### src/sv/cpd_pkg.sv
`timescale 1ns / 1ps
// ----------------------------------------------------------------------------
// cpd_pkg
// Shared types and codes for the cradle pulse-pattern detector: cradle kinds,
// pattern classes, command codes, register map and inter-module structures.
// ----------------------------------------------------------------------------
package cpd_pkg;

    localparam int WIN_W  = 16;
    localparam int THR_W  = 15;
    localparam int IN_W   = 8;
    localparam int OUT_W  = 16;
    localparam int ADDR_W = 5;
    localparam int DATA_W = 32;

    typedef logic [1:0] kind_t;
    localparam kind_t KIND_NONE  = 2'd0;
    localparam kind_t KIND_BASIC = 2'd1;
    localparam kind_t KIND_SMART = 2'd2;

    typedef logic [1:0] pat_t;
    localparam pat_t PAT_NONE  = 2'd0;
    localparam pat_t PAT_LOW   = 2'd1;
    localparam pat_t PAT_HIGH  = 2'd2;
    localparam pat_t PAT_SMART = 2'd3;

    typedef logic [1:0] cmd_t;
    localparam cmd_t CMD_KEEP   = 2'd0;
    localparam cmd_t CMD_CLEAR  = 2'd1;
    localparam cmd_t CMD_SET    = 2'd2;

    typedef logic [2:0] dstate_t;
    localparam dstate_t ST_DOCK  = 3'b001;
    localparam dstate_t ST_IGN   = 3'b010;
    localparam dstate_t ST_SMART = 3'b100;

    typedef logic [2:0] reg_idx_t;
    localparam reg_idx_t REG_WINDOW    = 3'd0;
    localparam reg_idx_t REG_LOW_MIN   = 3'd1;
    localparam reg_idx_t REG_LOW_MAX   = 3'd2;
    localparam reg_idx_t REG_HIGH_MAX  = 3'd3;
    localparam reg_idx_t REG_DOCK_LVL  = 3'd4;
    localparam reg_idx_t REG_IGN_LVL   = 3'd5;

    typedef struct packed {
        logic [WIN_W-1:0] window_samples;
        logic [THR_W-1:0] low_min_pulses;
        logic [THR_W-1:0] low_max_pulses;
        logic [THR_W-1:0] high_max_pulses;
        logic             dock_active_level;
        logic             ign_active_level;
    } cfg_t;

    typedef struct packed {
        logic ign_level;
        logic dock_level;
        logic start_request;
    } sample_t;

    typedef struct packed {
        logic fire;
        pat_t pat;
        logic ign;
        logic dock;
    } win_t;

    typedef struct packed {
        logic    wake_hold;
        cmd_t    speaker_pin_command;
        cmd_t    usb_switch_command;
        cmd_t    charge_command;
        pat_t    pattern_class;
        kind_t   cradle_kind;
        logic    state_changed;
        dstate_t dock_state;
    } result_t;

endpackage

### src/sv/cpd_cfg.sv
`timescale 1ns / 1ps
// ----------------------------------------------------------------------------
// cpd_cfg
// APB register file holding the window length, pulse thresholds and the
// active levels of the dock and ignition pins.
// ----------------------------------------------------------------------------
module cpd_cfg
(
    input  logic                       clk,
    input  logic                       rst_n,
    input  logic                       psel,
    input  logic                       penable,
    input  logic                       pwrite,
    input  logic [cpd_pkg::ADDR_W-1:0] paddr,
    input  logic [cpd_pkg::DATA_W-1:0] pwdata,
    output logic [cpd_pkg::DATA_W-1:0] prdata,
    output logic                       pready,
    output cpd_pkg::cfg_t              cfg
);
    import cpd_pkg::*;

    cfg_t     cfg_reg;
    cfg_t     cfg_next;
    reg_idx_t idx;
    logic     wr_en;

    assign idx    = paddr[ADDR_W-1:2];
    assign wr_en  = psel & penable & pwrite;
    assign pready = 1'b1;
    assign cfg    = cfg_reg;

    always_comb
    begin
        cfg_next = cfg_reg;
        if (wr_en)
        begin
            case (idx)
                REG_WINDOW:   cfg_next.window_samples    = pwdata[WIN_W-1:0];
                REG_LOW_MIN:  cfg_next.low_min_pulses    = pwdata[THR_W-1:0];
                REG_LOW_MAX:  cfg_next.low_max_pulses    = pwdata[THR_W-1:0];
                REG_HIGH_MAX: cfg_next.high_max_pulses   = pwdata[THR_W-1:0];
                REG_DOCK_LVL: cfg_next.dock_active_level = pwdata[0];
                REG_IGN_LVL:  cfg_next.ign_active_level  = pwdata[0];
                default:      cfg_next = cfg_reg;
            endcase
        end
    end

    always_comb
    begin
        case (idx)
            REG_WINDOW:   prdata = {{(DATA_W-WIN_W){1'b0}}, cfg_reg.window_samples};
            REG_LOW_MIN:  prdata = {{(DATA_W-THR_W){1'b0}}, cfg_reg.low_min_pulses};
            REG_LOW_MAX:  prdata = {{(DATA_W-THR_W){1'b0}}, cfg_reg.low_max_pulses};
            REG_HIGH_MAX: prdata = {{(DATA_W-THR_W){1'b0}}, cfg_reg.high_max_pulses};
            REG_DOCK_LVL: prdata = {{(DATA_W-1){1'b0}}, cfg_reg.dock_active_level};
            REG_IGN_LVL:  prdata = {{(DATA_W-1){1'b0}}, cfg_reg.ign_active_level};
            default:      prdata = '0;
        endcase
    end

    always_ff @(posedge clk or negedge rst_n)
    begin
        if (!rst_n)
        begin
            cfg_reg.window_samples    <= WIN_W'(30000);
            cfg_reg.low_min_pulses    <= THR_W'(8);
            cfg_reg.low_max_pulses    <= THR_W'(30);
            cfg_reg.high_max_pulses   <= THR_W'(75);
            cfg_reg.dock_active_level <= 1'b0;
            cfg_reg.ign_active_level  <= 1'b1;
        end
        else
        begin
            cfg_reg <= cfg_next;
        end
    end

endmodule

### src/sv/cpd_window.sv
`timescale 1ns / 1ps
// ----------------------------------------------------------------------------
// cpd_window
// Trigger detection and the measuring window: counts ignition transitions,
// halves them into pulses and classes the pulse count when the window closes.
// ----------------------------------------------------------------------------
module cpd_window
#(
    parameter int COUNT_BITS = 16
)
(
    input  logic            clk,
    input  logic            rst_n,
    input  logic            step,
    input  cpd_pkg::sample_t smp,
    input  cpd_pkg::cfg_t   cfg,
    input  cpd_pkg::kind_t  kind,
    output cpd_pkg::win_t   win
);
    import cpd_pkg::*;

    localparam int PW = (COUNT_BITS - 1 > THR_W) ? COUNT_BITS - 1 : THR_W;

    logic                  measuring_reg, measuring_next;
    logic [WIN_W-1:0]      wcount_reg, wcount_next;
    logic [COUNT_BITS-1:0] tcount_reg, tcount_next;
    logic                  tracked_reg, tracked_next;
    logic [1:0]            prev_reg;

    logic                  trig;
    logic                  active;
    logic [WIN_W-1:0]      wcount_cur;
    logic [COUNT_BITS-1:0] tcount_cur;
    logic                  tracked_cur;
    logic [WIN_W-1:0]      limit;
    logic [PW-1:0]         pulses;
    logic                  close;
    pat_t                  pat;

    assign trig = smp.start_request || (smp.ign_level != prev_reg[0]) ||
                  ((smp.dock_level != prev_reg[1]) && (kind != KIND_SMART));
    assign limit = (cfg.window_samples == '0) ? WIN_W'(1) : cfg.window_samples;

    always_comb
    begin
        active      = measuring_reg || (trig && (kind != KIND_BASIC));
        wcount_cur  = measuring_reg ? wcount_reg  : '0;
        tcount_cur  = measuring_reg ? tcount_reg  : '0;
        tracked_cur = measuring_reg ? tracked_reg : 1'b0;

        tracked_next = tracked_cur;
        tcount_next  = tcount_cur;
        if (smp.ign_level != tracked_cur)
        begin
            tracked_next = smp.ign_level;
            if (tcount_cur != '1)
            begin
                tcount_next = tcount_cur + COUNT_BITS'(1);
            end
        end
        wcount_next = wcount_cur + WIN_W'(1);
        close       = active && (wcount_next >= limit);

        pulses = PW'(tcount_next >> 1);
        if (pulses < PW'(cfg.low_min_pulses))
        begin
            pat = PAT_NONE;
        end
        else if (pulses <= PW'(cfg.low_max_pulses))
        begin
            pat = PAT_LOW;
        end
        else if (pulses <= PW'(cfg.high_max_pulses))
        begin
            pat = PAT_HIGH;
        end
        else
        begin
            pat = PAT_SMART;
        end

        measuring_next = active && !close;

        win.ign  = smp.ign_level;
        win.dock = smp.dock_level;
        if (!measuring_reg && trig && (kind == KIND_BASIC))
        begin
            win.fire = 1'b1;
            win.pat  = PAT_NONE;
        end
        else
        begin
            win.fire = close;
            win.pat  = pat;
        end
    end

    always_ff @(posedge clk or negedge rst_n)
    begin
        if (!rst_n)
        begin
            measuring_reg <= 1'b0;
            wcount_reg    <= '0;
            tcount_reg    <= '0;
            tracked_reg   <= 1'b0;
            prev_reg      <= '0;
        end
        else if (step)
        begin
            prev_reg      <= {smp.dock_level, smp.ign_level};
            measuring_reg <= measuring_next;
            if (active)
            begin
                wcount_reg  <= wcount_next;
                tcount_reg  <= tcount_next;
                tracked_reg <= tracked_next;
            end
        end
    end

endmodule

### src/sv/cpd_eval.sv
`timescale 1ns / 1ps
// ----------------------------------------------------------------------------
// cpd_eval
// Cradle-kind state machine: updates the dock state from the pattern class
// and pin levels and issues the charge, USB-switch, speaker and wake commands.
// ----------------------------------------------------------------------------
module cpd_eval
(
    input  logic            clk,
    input  logic            rst_n,
    input  logic            step,
    input  cpd_pkg::win_t   win,
    input  cpd_pkg::cfg_t   cfg,
    output cpd_pkg::kind_t  kind,
    output cpd_pkg::result_t res
);
    import cpd_pkg::*;

    kind_t   kind_reg, kind_next;
    dstate_t rep_reg;
    dstate_t val;
    cmd_t    charge, usb, spk;
    logic    dock_on, ign_on, act;

    assign kind = kind_reg;

    always_comb
    begin
        dock_on   = (win.dock == cfg.dock_active_level);
        ign_on    = (win.ign == cfg.ign_active_level);
        kind_next = kind_reg;
        val       = '0;
        charge    = CMD_KEEP;
        usb       = CMD_KEEP;
        spk       = CMD_KEEP;
        act       = 1'b0;

        if (kind_reg != KIND_BASIC)
        begin
            if (win.pat == PAT_NONE)
            begin
                if (kind_reg == KIND_SMART && !ign_on)
                begin
                    charge    = CMD_CLEAR;
                    kind_next = KIND_NONE;
                    act       = 1'b1;
                end
                else if (kind_reg != KIND_SMART && dock_on)
                begin
                    kind_next = KIND_BASIC;
                    act       = 1'b1;
                end
                if (act)
                begin
                    spk = CMD_CLEAR;
                    usb = dock_on ? CMD_SET : CMD_CLEAR;
                end
                else
                begin
                    val = rep_reg;
                end
            end
            else if (kind_reg == KIND_SMART)
            begin
                if (win.pat == PAT_HIGH)
                begin
                    val = ST_DOCK | ST_IGN | ST_SMART;
                end
                else if (win.pat == PAT_LOW)
                begin
                    val = ST_DOCK | ST_SMART;
                end
                else
                begin
                    val = rep_reg;
                end
            end
            else
            begin
                kind_next = KIND_SMART;
                charge    = CMD_SET;
                val       = (win.pat == PAT_HIGH) ? (ST_DOCK | ST_IGN | ST_SMART)
                                                  : (ST_DOCK | ST_SMART);
                spk       = CMD_SET;
                usb       = cfg.dock_active_level ? CMD_SET : CMD_CLEAR;
            end
        end

        if (kind_next == KIND_BASIC)
        begin
            if (dock_on)
            begin
                val = val | ST_DOCK;
            end
            else
            begin
                kind_next = KIND_NONE;
            end
            if (ign_on)
            begin
                val = val | ST_IGN;
            end
        end

        res.dock_state          = val;
        res.state_changed       = (val != rep_reg);
        res.cradle_kind         = kind_next;
        res.pattern_class       = win.pat;
        res.charge_command      = charge;
        res.usb_switch_command  = usb;
        res.speaker_pin_command = spk;
        res.wake_hold           = val[1];
    end

    always_ff @(posedge clk or negedge rst_n)
    begin
        if (!rst_n)
        begin
            kind_reg <= KIND_NONE;
            rep_reg  <= '0;
        end
        else if (step && win.fire)
        begin
            kind_reg <= kind_next;
            rep_reg  <= val;
        end
    end

endmodule

### src/sv/cradle_pulse_pattern_detector.sv
`timescale 1ns / 1ps
// A sample enters the input register; a result it yields is offered from the result register.
// Throughput: one beat per cycle unless m_axis_tready stalls; each register holds one beat.
// A sample that causes no result simply passes through the input register.
// Reset (rst_n low) clears the window, the cradle state and both valid flags at once.
// ----------------------------------------------------------------------------
// cradle_pulse_pattern_detector
// Samples the ignition and dock pins, measures ignition pulse patterns over a
// window and reports cradle state changes with the matching commands.
// ----------------------------------------------------------------------------
module cradle_pulse_pattern_detector
#(
    parameter int COUNT_BITS = 16
)
(
    input  logic                       clk,
    input  logic                       rst_n,
    input  logic                       s_axis_tvalid,
    output logic                       s_axis_tready,
    // Bit 0 ign_level, bit 1 dock_level, bit 2 start_request, rest zero.
    input  logic [cpd_pkg::IN_W-1:0]   s_axis_tdata,
    output logic                       m_axis_tvalid,
    input  logic                       m_axis_tready,
    // dock_state[2:0], state_changed[3], cradle_kind[5:4], pattern_class[7:6],
    // charge_command[9:8], usb_switch_command[11:10],
    // speaker_pin_command[13:12], wake_hold[14], bit 15 zero.
    output logic [cpd_pkg::OUT_W-1:0]  m_axis_tdata,
    input  logic                       psel,
    input  logic                       penable,
    input  logic                       pwrite,
    input  logic [cpd_pkg::ADDR_W-1:0] paddr,
    input  logic [cpd_pkg::DATA_W-1:0] pwdata,
    output logic [cpd_pkg::DATA_W-1:0] prdata,
    output logic                       pready
);
    import cpd_pkg::*;

    cfg_t    cfg;
    sample_t smp_reg;
    logic    in_valid_reg;
    result_t res_reg;
    logic    out_valid_reg;
    logic    advance;
    logic    step;
    win_t    win;
    kind_t   kind;
    result_t res;

    assign advance       = !out_valid_reg || m_axis_tready;
    assign step          = in_valid_reg && advance;
    assign s_axis_tready = !in_valid_reg || advance;
    assign m_axis_tvalid = out_valid_reg;
    assign m_axis_tdata  = {1'b0, res_reg};

    cpd_cfg u_cfg
    (
        .clk     (clk),
        .rst_n   (rst_n),
        .psel    (psel),
        .penable (penable),
        .pwrite  (pwrite),
        .paddr   (paddr),
        .pwdata  (pwdata),
        .prdata  (prdata),
        .pready  (pready),
        .cfg     (cfg)
    );

    cpd_window #(.COUNT_BITS(COUNT_BITS)) u_window
    (
        .clk   (clk),
        .rst_n (rst_n),
        .step  (step),
        .smp   (smp_reg),
        .cfg   (cfg),
        .kind  (kind),
        .win   (win)
    );

    cpd_eval u_eval
    (
        .clk   (clk),
        .rst_n (rst_n),
        .step  (step),
        .win   (win),
        .cfg   (cfg),
        .kind  (kind),
        .res   (res)
    );

    always_ff @(posedge clk or negedge rst_n)
    begin
        if (!rst_n)
        begin
            in_valid_reg  <= 1'b0;
            out_valid_reg <= 1'b0;
        end
        else
        begin
            if (s_axis_tready)
            begin
                in_valid_reg <= s_axis_tvalid;
            end
            if (advance)
            begin
                out_valid_reg <= step && win.fire;
            end
        end
    end

    always_ff @(posedge clk)
    begin
        if (s_axis_tvalid && s_axis_tready)
        begin
            smp_reg.ign_level     <= s_axis_tdata[0];
            smp_reg.dock_level    <= s_axis_tdata[1];
            smp_reg.start_request <= s_axis_tdata[2];
        end
        if (step && win.fire)
        begin
            res_reg <= res;
        end
    end

endmodule
### config.mk
export PLATFORM = sky130hd
export DESIGN_NAME = cradle_pulse_pattern_detector
export DESIGN_NICKNAME = d
export VERILOG_FILES = /design/src/sv/cpd_pkg.sv /design/src/sv/cpd_cfg.sv /design/src/sv/cpd_window.sv /design/src/sv/cpd_eval.sv /design/src/sv/cradle_pulse_pattern_detector.sv
export SDC_FILE = /design/constraint.sdc
export NUM_CORES = 1
export LEC_CHECK = 0
export ABC_AREA = 1
export BUFFER_PORTS_ARGS = -buffer_cell sky130_fd_sc_hd__clkbuf_2
export CAP_MARGIN = 20
export CORE_ASPECT_RATIO = 0.9
export CORE_MARGIN = 2
export CORE_UTILIZATION = 25
export DETAILED_ROUTE_END_ITERATION = 10
export GPL_TIMING_DRIVEN = 0
export PLACE_DENSITY_LB_ADDON = 0.05
export SYNTH_ARGS = -nofsm -noshare
export SYNTH_HDL_FRONTEND = slang
export SYNTH_SLANG_ARGS = --single-unit
### constraint.sdc
create_clock -name clk -period 6.5 [get_ports clk]
set_input_delay 0.325 -clock clk [delete_from_list [all_inputs] [get_ports clk]]
set_output_delay 0.325 -clock clk [all_outputs]
set_load 0.02 [all_outputs]
======== After elaboration in Yosys (flattened, before gate mapping) ========
Index checks and enable logic that the tools add are counted.
operators by class
  reductions and logical operators ........ 31
  order comparisons ....................... 4
  $mul .................................... 0
  multiplexer cells ....................... 43
  eq/ne operators ......................... 19
  div/mod/pow operators ................... 0
  add/subtract/negate cells ............... 2
  bitwise gates (word level) .............. 2
  shifts and indexed selects .............. 0
operator list
  kind                                           number
  one-hot mux 16 bit (6 select lines)            1
  2-to-1 mux 16 bit                              5
  2-to-1 mux 2 bit                               20
  adder 16 x 1 -> 16 bit, second input constant  2
  <= comparator 15 bit                           2
  2-to-1 mux 3 bit                               7
  >= comparator 16 bit                           1
  zero test 16 bit                               1
  inequality test 16 bit, second input constant  1
  < comparator 15 bit                            1
  AND reduction 2 bit                            7
  logical AND 1 bit                              11
  2-to-1 mux 1 bit                               10
  == test 2 x 1 -> 1 bit, second input constant  3
  == test 3 x 2 -> 1 bit, second input constant  2
  == test 3 bit, second input constant           2
  zero test 1 bit                                5
  logical OR 1 bit                               5
  == test 2 bit, second input constant           2
  == test 3 x 1 -> 1 bit, second input constant  1
  zero test 3 bit                                1
  inequality test 1 bit                          3
  inequality test 3 bit                          1
  bitwise AND 1 bit                              2
  other kinds (4)                                5
storage, ports and cells
  bits in latches ......................... 0
  word-level logic and storage cells ...... 127
  memories ................................ 0
  ROM bits ................................ 0
  flip-flop bits (word level) ............. 124
  memory bits (writable) .................. 0

======== Depth between registers and ports, before layout ========
Gate-level depths: netlist (run 1).
  depth in word-level cells ............... 19
  mapped depth ............................ 35

======== By module ========
A second synthesis (run 1) with hierarchy kept.
unflattened totals
  cells, all modules ...................... 1088
  area total of the unflattened synthesis .. 8406.8 um^2
by module, submodules not included
  module                         instances  cells an instance  area each (um^2)
  cpd_window                     1          576                4067.7
  cpd_cfg                        1          391                3168.0
  cradle_pulse_pattern_detector  1          35                 658.1
  cpd_eval                       1          86                 513.0

======== Worst setup path before layout (run 1) ========
Ideal clock, no wire load.
  kind .................................... register -> register
  from .................................... register u_window.measuring_reg
  to ...................................... register res_reg (netlist bit m_axis_tdata[3]) (data pin)
  cell stages (with the launch flop) ...... 32
  period minus slack after synthesis ...... 4.545 ns
  setup time .............................. 0.259 ns
  arrival ................................. 4.286 ns
  required time ........................... 6.241 ns
  buffers on the path ..................... 4
  setup slack ............................. 1.955 ns
  cell sequence ........................... dfrtp_1 > buf_6 > buf_6 > buf_2 > buf_1 > nand2_1 > ha_1 > inv_1 > nand2_2 > nand2_4 > inv_2 > nor2_1 > nand2_1 > nor3_2 > nand3_1 > nor3_2 > nand4_1 > xor2_1 > inv_1 > ha_1 > nand4_1 > nor4b_1 > nand2_1 > and2_1 > a21oi_1 > nand2_2 > nor2_1 > nand2_2 > nand2_2 > nand3_1 > nand2_1 > nand3_1
RTL lines
  item                      RTL line                              text
  start: declaration        cpd_window.sv:24                      logic measuring_reg, measuring_next;
  start signal: assignment  cpd_window.sv:111                     measuring_reg <= measuring_next;
  end signal: assignment    cradle_pulse_pattern_detector.sv:121  res_reg <= res;
  end: declaration          cradle_pulse_pattern_detector.sv:41   result_t res_reg;

==> results of run 1 <==
[path summary, 6_finish.rpt]
kind / from / to / cells past startpoint
setup / recovery: u_window.measuring_reg / m_axis_tdata[3] / 29
hold / removal: s_axis_tdata[0] / smp_reg[2] / 1
setup reg to reg: u_window.measuring_reg / m_axis_tdata[3] / 29
hold reg to reg: u_window.wcount_reg[10] / u_window.wcount_reg[10] / 2
max in group asynchronous: rst_n / u_cfg.cfg[51] / 3
min in group asynchronous: rst_n / u_window.tcount_reg[15] / 2
[area by class of cell]
| class | count | share of cell area, % |
|---|---|---|
| multi-input combinational | 653 | 41.0 |
| inverter | 155 | 6.26 |
| clock inverter | 13 | 1.79 |
| buffer | 44 | 2.74 |
| sequential | 122 | 33.9 |
| timing repair buffer | 64 | 3.94 |
| tap | 409 | 5.50 |
| clock buffer | 19 | 4.87 |
[power by group through the flow]
stage,clock network (uW),logic (uW),registers (uW)
final,1010,794,1010
after global routing,1070,924,1030
after CTS,1040,821,1020
after detailed placement,0,815,1030
after global placement,0,818,1030
after floorplan,0,559,995
[logic make-up after synthesis]
logic type / synth area share (%)
AOI/OAI and AO/OA: 13.6
xor gates and xnor gates: 3.28
adders and majority gates: 10.3
buffers and inverters: 10.9
DFF: 40.7
other: 0.0969
and+or+nand+nor: 21.1
[metal layers]
| layer | track usage, % | vias up | routed length [um] |
|---|---|---|---|
| li1 | - | 3314 | - |
| met1 | 22.8 | 3028 | 12700 |
| met3 | 2.63 | 10 | 630 |
| met4 | 3.44 | 0 | 164 |
| met5 | 0 | - | 0 |
| met2 | 24.0 | 85 | 10500 |
[per-stage QoR]
| stage | hold slack [ps] | area, um2 |
|---|---|---|
| 2_1_floorplan | 29.4 | 7810 |
| 3_3_place_gp | 467 | 8630 |
| 3_5_place_dp | 216 | 8680 |
| 4_1_cts | 61.3 | 9310 |
| 5_1_grt | 62.1 | 9300 |
| 6_report | 78.5 | 9300 |
[worst max-delay path, delay by kind of cell (launching register included)]
kind	cells	cell delay (ps)
DFF	1	430
adders and majority gates	2	620
xor gates and xnor gates	1	310
AOI/OAI and AO/OA	1	220
and+or+nand+nor	20	2700
buffers and inverters	5	810
[layout by cell type (no fill, tap or decap), types with 3 or more instances in the layout]
master / netlist / final
xnor2_1: 6 / 6
nor2_2: 4 / 4
clkinv_4: 0 / 4
buf_4: 20 / 20
nor4_1: 6 / 6
nand3_1: 30 / 30
clkbuf_2: 0 / 60
edfxtp_1: 16 / 16
clkbuf_1: 22 / 22
nor2_1: 33 / 33
a21oi_1: 33 / 32
o21ai_1: 4 / 4
bufinv_16: 0 / 3
nand4_1: 12 / 12
o221ai_1: 15 / 15
nor3_2: 7 / 7
conb_1: 2 / 18
ha_1: 64 / 64
o21ai_0: 98 / 98
clkbuf_8: 0 / 3
inv_1: 153 / 153
a22oi_1: 16 / 16
nand2_2: 12 / 12
dfstp_2: 17 / 17
nor3_1: 10 / 10
clkbuf_16: 0 / 17
xor2_1: 23 / 23
nand2_1: 232 / 232
dfrtp_1: 89 / 89
[what timing repair did]
action | CTS | global route
endpoints found under the setup margin | 0 | 7
endpoints found under the hold margin | 20 | 0
hold buffers | 1 | 0
==> impl_metrics.tcl, run 1 <==
set metrics [dict create \
    worst-setup-path-type "register to register" \
    yosys.area.top_type "dfrtp_1" \
    setup_ws_ps 1100 \
    slew_headroom_pct 38.0 \
    syn_area_mm2 0.00775 \
    crit_path_max_fanout 28 \
    seq_area_mm2 0.00315 \
    fill_cells 3390 \
    routedWlPerCell_um 16.2 \
    detail-route-antenna-nets 0 \
    tns_ps 0 \
    combPwrFrac_pct 28.2 \
    grt.overflow.total 0 \
    antenna_found_initial 0 \
    cp_slowest_cell "nor4b_1" \
    synth_flop_cell "dfrtp_1" \
    status "finished, final reports clean" \
    slowest_delay_ps 500 \
    grt_start_max_net_pins 87 \
    syn_avg_cell_area_um2 8.07 \
    synth.area.top_cells "dfrtp_1, nand2_1, ha_1" \
    p_int_uw 1810 \
    dieArea_mm2 0.0324 \
    p_sw_uw 1010 \
    numCtsBuffers 17 \
    multi_input_area_mm2 0.00381 \
    period_needed_ps 5400 \
    cts_root_buffer "clkbuf_16" \
    ys_ff_latch 122 \
    largest_reg_flops 63 \
    cts_resized 0 \
    cts_tree "yes" \
    post-synth-top-area-fraction_pct 28.7 \
    dpl.hpwl_um 19300 \
    clockPowerShare_pct 35.9 \
    h-tree-depth 4 \
    arrival_ps 5580 \
    dpl.cell_count 1448 \
    drc 0 \
    wirelength_um 24000 \
    switching_share_pct 35.8 \
    placementRows 61 \
    final_cells 1479 \
    fmax_mhz 185 \
    layout-drive-gt1-share_pct 16.1 \
    vias 6437 \
    yosys-top-cells-count "nand2_1, inv_1, o21ai_0" \
    ir_worst_vdd_uv 192 \
    yosysMostFrequentCell "nand2_1" \
    reg2reg_slack_ps 1100 \
    cp-end-kind "register" \
    initial_core_util_pct 25.3 \
    cts_sinks 122 \
    worstMarginPinSlew_ps 923 \
    start_kind "register" \
    cts_buffer_depth 2 \
    diodes 0 \
    fp.dieW_um 190 \
    p_leak_uw 0.00464 \
    final_core_util_pct 30.3 \
    period_share_pct 83.1 \
    area_growth_pct 20.0 \
    seqPwrFrac_pct 36.0 \
    fp.coreArea_mm2 0.0307 \
    place_congestion 0.760 \
    setup_viol 0 \
    grt_util_all_layers_pct 15.6 \
    fin_nets 1173 \
    seq_area_frac_synth_pct 40.7 \
    powerDensity_mw_per_mm2 303 \
    power_uw 2820 \
    drv_cap 0 \
    dr.pass1.iters 5 \
    skew_ps 12.5 \
    place.port_buffers 61 \
    finalHoldViolCount 0 \
    yosys_warnings 0 \
    grt_pass1_vias 6454 \
    dp_slack_ps 165 \
    grt_pass1_wl_um 37700 \
    hold_path.class "input port to register" \
    report.final.slew_viol_count 0 \
    fp.dieH_um 171 \
    clk_latency_ps 430 \
    async_flop_share_pct 86.9 \
    cpMostUsedCell "nand2_1" \
    synth.distinct_cells 51 \
    path_clk_slew_ps 60 \
    io_pins 103 \
    rsz0062_at_grt "no" \
    post-cts-setup-buffer-count 0 \
    drtIter0Drc 331 \
    critPathRequiredTime_ps 6680 \
    syn_inst 960 \
    viasPerCell 4.35 \
    synth-edff-count 16 \
]
(Power assumes the default switching activity.)
==> inputs of run 2 (changes only) <==
==> constraint.sdc (replaced) <==
create_clock -name clk -period 4.8 [get_ports clk]
set_input_delay 0.24 -clock clk [delete_from_list [all_inputs] [get_ports clk]]
set_output_delay 0.24 -clock clk [all_outputs]
set_load 0.02 [all_outputs]
==> impl_metrics.tcl, run 2 (synthesis results as in run 1) <==
set metrics [dict create \
    p_sw_uw 1420 \
    routedWlPerCell_um 16.3 \
    worstHoldPathCells 3 \
    vias 6584 \
    hold_path.class "input port to register" \
    wirelength_um 24700 \
    slowest_delay_ps 430 \
    worst-setup-path-type "register to register" \
    grt_util_all_layers_pct 15.8 \
    period_needed_ps 4580 \
    layout_commonest_cell "nand2_1" \
    dpl.hpwl_um 19300 \
    cp_slowest_cell "dfrtp_2" \
    dp_slack_ps -1530 \
    fp.dieH_um 171 \
    report.final.slew_viol_count 0 \
    fp.dieW_um 190 \
    period_share_pct 95.3 \
    cts_sinks 122 \
    switching_share_pct 35.9 \
    path_clk_slew_ps 60 \
    grt.overflow.total 0 \
    clk_latency_ps 430 \
    fmax_mhz 219 \
    setup_ws_ps 224 \
    combPwrFrac_pct 30.5 \
    viasPerCell 4.34 \
    dr.pass1.iters 4 \
    drv_cap 0 \
    setup_viol 0 \
    whs_ps 27.2 \
    cts_root_buffer "clkbuf_16" \
    largest_reg_flops 63 \
    place_congestion 0.760 \
    mostFrequentLayoutCells "nand2_1, inv_1, o21ai_0" \
    diodes 0 \
    clockPowerShare_pct 34.6 \
    dieArea_mm2 0.0324 \
    layout-drive-gt1-share_pct 22.5 \
    ir_worst_vdd_uv 260 \
    worstMarginPinSlew_ps 911 \
    fp.coreArea_mm2 0.0307 \
    seqPwrFrac_pct 34.9 \
    powerDensity_mw_per_mm2 401 \
    place.port_buffers 61 \
    cpMostUsedCell "buf_4" \
    placementRows 61 \
    antenna_found_initial 0 \
    status "finished, final reports clean" \
    skew_ps 11.6 \
    h-tree-depth 4 \
    slew_headroom_pct 38.8 \
    arrival_ps 4770 \
    area_growth_pct 27.4 \
    cp-end-kind "register" \
    grt_pass1_vias 6652 \
    cts_tree "yes" \
    dpl.cell_count 1448 \
    detail-route-antenna-nets 0 \
    initial_core_util_pct 25.3 \
    numCtsBuffers 17 \
    final_core_util_pct 32.2 \
    grt_start_max_net_pins 87 \
    r2r_cells 32 \
    rsz0062_at_grt "yes" \
    p_int_uw 2540 \
    drc 0 \
    final_cells 1517 \
    critPathRequiredTime_ps 4990 \
    io_pins 103 \
    finalHoldViolCount 0 \
    fin_nets 1211 \
    drtIter0Drc 329 \
    cts_buffer_depth 2 \
    start_kind "register" \
    grt_pass1_wl_um 38200 \
    p_leak_uw 0.00487 \
    crit_path_max_fanout 6 \
]
[run 2: path summary, 6_finish.rpt]
check,endpoint,start,slack (ps)
max,m_axis_tdata[6],u_window.measuring_reg,220
min,u_cfg.cfg[0],pwdata[0],30
max reg2reg,m_axis_tdata[6],u_window.measuring_reg,220
min reg2reg,u_window.wcount_reg[10],u_window.wcount_reg[10],480
max in group asynchronous,u_cfg.cfg[51],rst_n,3780
min in group asynchronous,u_window.tcount_reg[15],rst_n,240
[run 2: what timing repair did]
item	4_1_cts	5_1_grt
resized for setup	40	25
endpoints found under the setup margin	18	10
setup buffers	30	5
endpoints found under the hold margin	23	0
pin swaps	21	25
hold buffers	4	0
[run 2: power by group through the flow]
stage | Combinational (uW) | Sequential, uW | Clock, uW
floorplan | 757 | 1350 | 0
global placement | 1110 | 1390 | 0
detailed placement | 1100 | 1390 | 0
CTS | 1200 | 1380 | 1410
global route | 1380 | 1410 | 1450
finish | 1210 | 1380 | 1370
[run 2: critical path, delay by kind of cell (launching register included)]
family,cells,cell delay (ps)
xor gates and xnor gates,1,240
adders and majority gates,2,480
DFF,1,430
AOI/OAI and AO/OA,2,200
buffers and inverters,15,1640
and+or+nand+nor,12,1340
[run 2: stage by stage]
| step | power, uW | cell area (um2) | setup TNS, ps |
|---|---|---|---|
| 4_1_cts | 3990 | 9720 | 0 |
| 3_5_place_dp | 2490 | 8680 | -18480 |
| 6_report | 3960 | 9870 | 0 |
| 5_1_grt | 4240 | 9870 | -38.1 |
| 3_3_place_gp | 2500 | 8630 | -29250 |
| 2_1_floorplan | 2100 | 7810 | 0 |
[run 2: final cells by class]
cell class / instances / area [um2]
fill: 3360 / 20800
clock buffer: 19 / 453
buffer: 44 / 273
multi-input combinational: 653 / 4060
timing repair buffer: 102 / 663
clock inverter: 13 / 166
tap: 409 / 512
sequential: 122 / 3160
inverter: 155 / 587
[run 2: routing by layer]
layer	wire, um	up-vias	GRT usage (%)
met1	13000	3107	22.6
li1	-	3389	-
met5	0	-	0
met2	11000	77	24.8
met4	165	0	3.51
met3	569	11	2.63
==> inputs of run 3 (changes only) <==
==> constraint.sdc (replaced) <==
create_clock -name clk -period 4.8 [get_ports clk]
set_input_delay 0 -clock clk [delete_from_list [all_inputs] [get_ports clk]]
set_output_delay 0 -clock clk [all_outputs]
set_load 0.02 [all_outputs]
==> impl_metrics.tcl, run 3 (synthesis results as in run 1) <==
set metrics [dict create \
    cp_slowest_cell "dfrtp_2" \
    cts_buffer_depth 2 \
    combPwrFrac_pct 30.8 \
    routedWlPerCell_um 16.1 \
    period_needed_ps 4570 \
    fill_cells 3348 \
    final_cells 1544 \
    drv_cap 0 \
    place.port_buffers 61 \
    grt.overflow.total 0 \
    worstHoldPathCells 6 \
    report.final.slew_viol_count 0 \
    layout_commonest_cell "nand2_1" \
    worst-setup-path-type "register to register" \
    crit_path_max_fanout 6 \
    dpl.cell_count 1448 \
    grt_util_all_layers_pct 15.9 \
    dr.pass1.iters 5 \
    ir_worst_vdd_uv 260 \
    grt_pass1_vias 6706 \
    p_sw_uw 1430 \
    fp.coreArea_mm2 0.0307 \
    arrival_ps 4760 \
    p_leak_uw 0.00498 \
    numCtsBuffers 17 \
    fp.dieW_um 190 \
    clockPowerShare_pct 34.4 \
    clk_latency_ps 430 \
    fin_nets 1238 \
    p_int_uw 2550 \
    r2r-end "m_axis_tdata[6]" \
    r2r_cells 32 \
    cpMostUsedCell "buf_4" \
    drc 0 \
    hold_start "penable" \
    critPathRequiredTime_ps 4990 \
    reg2reg_slack_ps 230 \
    antenna_found_initial 0 \
    fp.dieH_um 171 \
    area_growth_pct 30.9 \
    diodes 0 \
    layout-drive-gt1-share_pct 21.9 \
    detail-route-antenna-nets 0 \
    period_share_pct 95.3 \
    dieArea_mm2 0.0324 \
    cts_root_buffer "clkbuf_16" \
    switching_share_pct 35.8 \
    slowest_delay_ps 430 \
    worstMarginPinSlew_ps 919 \
    initial_core_util_pct 25.3 \
    rsz0062_at_grt "yes" \
    worst_hold_path.endpoint "u_cfg.cfg[47]" \
    path_clk_slew_ps 60 \
    hold_path.class "input port to register" \
    status "finished, final reports clean" \
    dpl.hpwl_um 19300 \
    slew_headroom_pct 38.2 \
    h-tree-depth 4 \
    seqPwrFrac_pct 34.8 \
    setup_viol 0 \
    powerDensity_mw_per_mm2 392 \
    skew_ps 11.1 \
    vias 6705 \
    io_pins 103 \
    start_kind "register" \
    cp-end-kind "register" \
    whs_ps 212 \
    cts_sinks 122 \
    grt_pass1_wl_um 38400 \
    drtIter0Drc 309 \
    largest_reg_flops 63 \
    place_congestion 0.760 \
    placementRows 61 \
    viasPerCell 4.34 \
    finalHoldViolCount 0 \
    grt_start_max_net_pins 87 \
    dp_slack_ps -1530 \
    wirelength_um 24900 \
    cts_tree "yes" \
    setup_ws_ps 227 \
    mostFrequentLayoutCells "nand2_1, inv_1, o21ai_0" \
    r2r-start "u_window.measuring_reg" \
    fmax_mhz 219 \
]
run 3: changes by cell type in the layout (fill, tap and decap cells not counted):
cell / delta
dlygate4sd3_1: +27
run 3: through the flow:
step                utilization [%]  total power (uW)  area (um2)  TNS (ps)
floorplan                         -              2100        7810         0
finish                         33.0              3980       10100         0
global route                   33.0              4260       10100     -38.1
CTS                            32.5              4010        9990         0
detailed placement             28.3              2490        8680    -18480
global placement               28.1              2500        8630    -29250
run 3: how the worst max path moves through the flow:
stage / start / end
after floorplan: u_window.measuring_reg / m_axis_tdata[3]
after global placement: u_window.measuring_reg / m_axis_tdata[3]
after detailed placement: u_window.measuring_reg / m_axis_tdata[3]
after CTS: u_window.measuring_reg / m_axis_tdata[3]
after global routing: u_window.measuring_reg / m_axis_tdata[3]
final: u_window.measuring_reg / m_axis_tdata[6]
run 3: area by class of cell:
| type | instances | area, um2 | share of cell area (%) |
|---|---|---|---|
| Timing Repair Buffer | 129 | 933 | 9.21 |
| Multi-Input combinational cell | 653 | 4060 | 40.0 |
| Clock buffer | 19 | 453 | 4.47 |
| Buffer | 44 | 273 | 2.69 |
| Tap cell | 409 | 512 | 5.05 |
| Inverter | 155 | 587 | 5.79 |
| Clock inverter | 13 | 166 | 1.64 |
| Sequential cell | 122 | 3160 | 31.1 |
run 3: layer usage:
layer,up-vias,part of all wire (%),track usage [%],wire (um)
li1,3445,-,-,-
met4,0,0.78,3.51,195
met2,80,45,25.1,11100
met1,3165,52,22.7,13000
met3,15,2.3,2.63,581
met5,-,0,0,0
run 3: worst max-delay path, delay by kind of cell, from the launching register on:
family	cells	cell delay [ps]
compound gates	2	200
buf+inv	15	1640
xor+xnor	1	240
fa+ha+maj	2	480
simple gates	12	1340
flops	1	430
run 3: power by group through the flow:
| stage | Combinational (uW) | Clock [uW] | Sequential, uW |
|---|---|---|---|
| 6_report | 1220 | 1370 | 1380 |
| 5_1_grt | 1400 | 1450 | 1410 |
| 4_1_cts | 1220 | 1410 | 1380 |
| 3_5_place_dp | 1100 | 0 | 1390 |
| 3_3_place_gp | 1110 | 0 | 1390 |
| 2_1_floorplan | 757 | 0 | 1350 |
run 3: what timing repair did:
item                                    CTS  global route
cloned                                    0             0
hold buffers                             31             0
setup buffers                            30             5
hold endpoints to repair                160             0
gates resized for setup                  40            25
endpoints found under the setup margin   18            10
pin swaps                                21            25
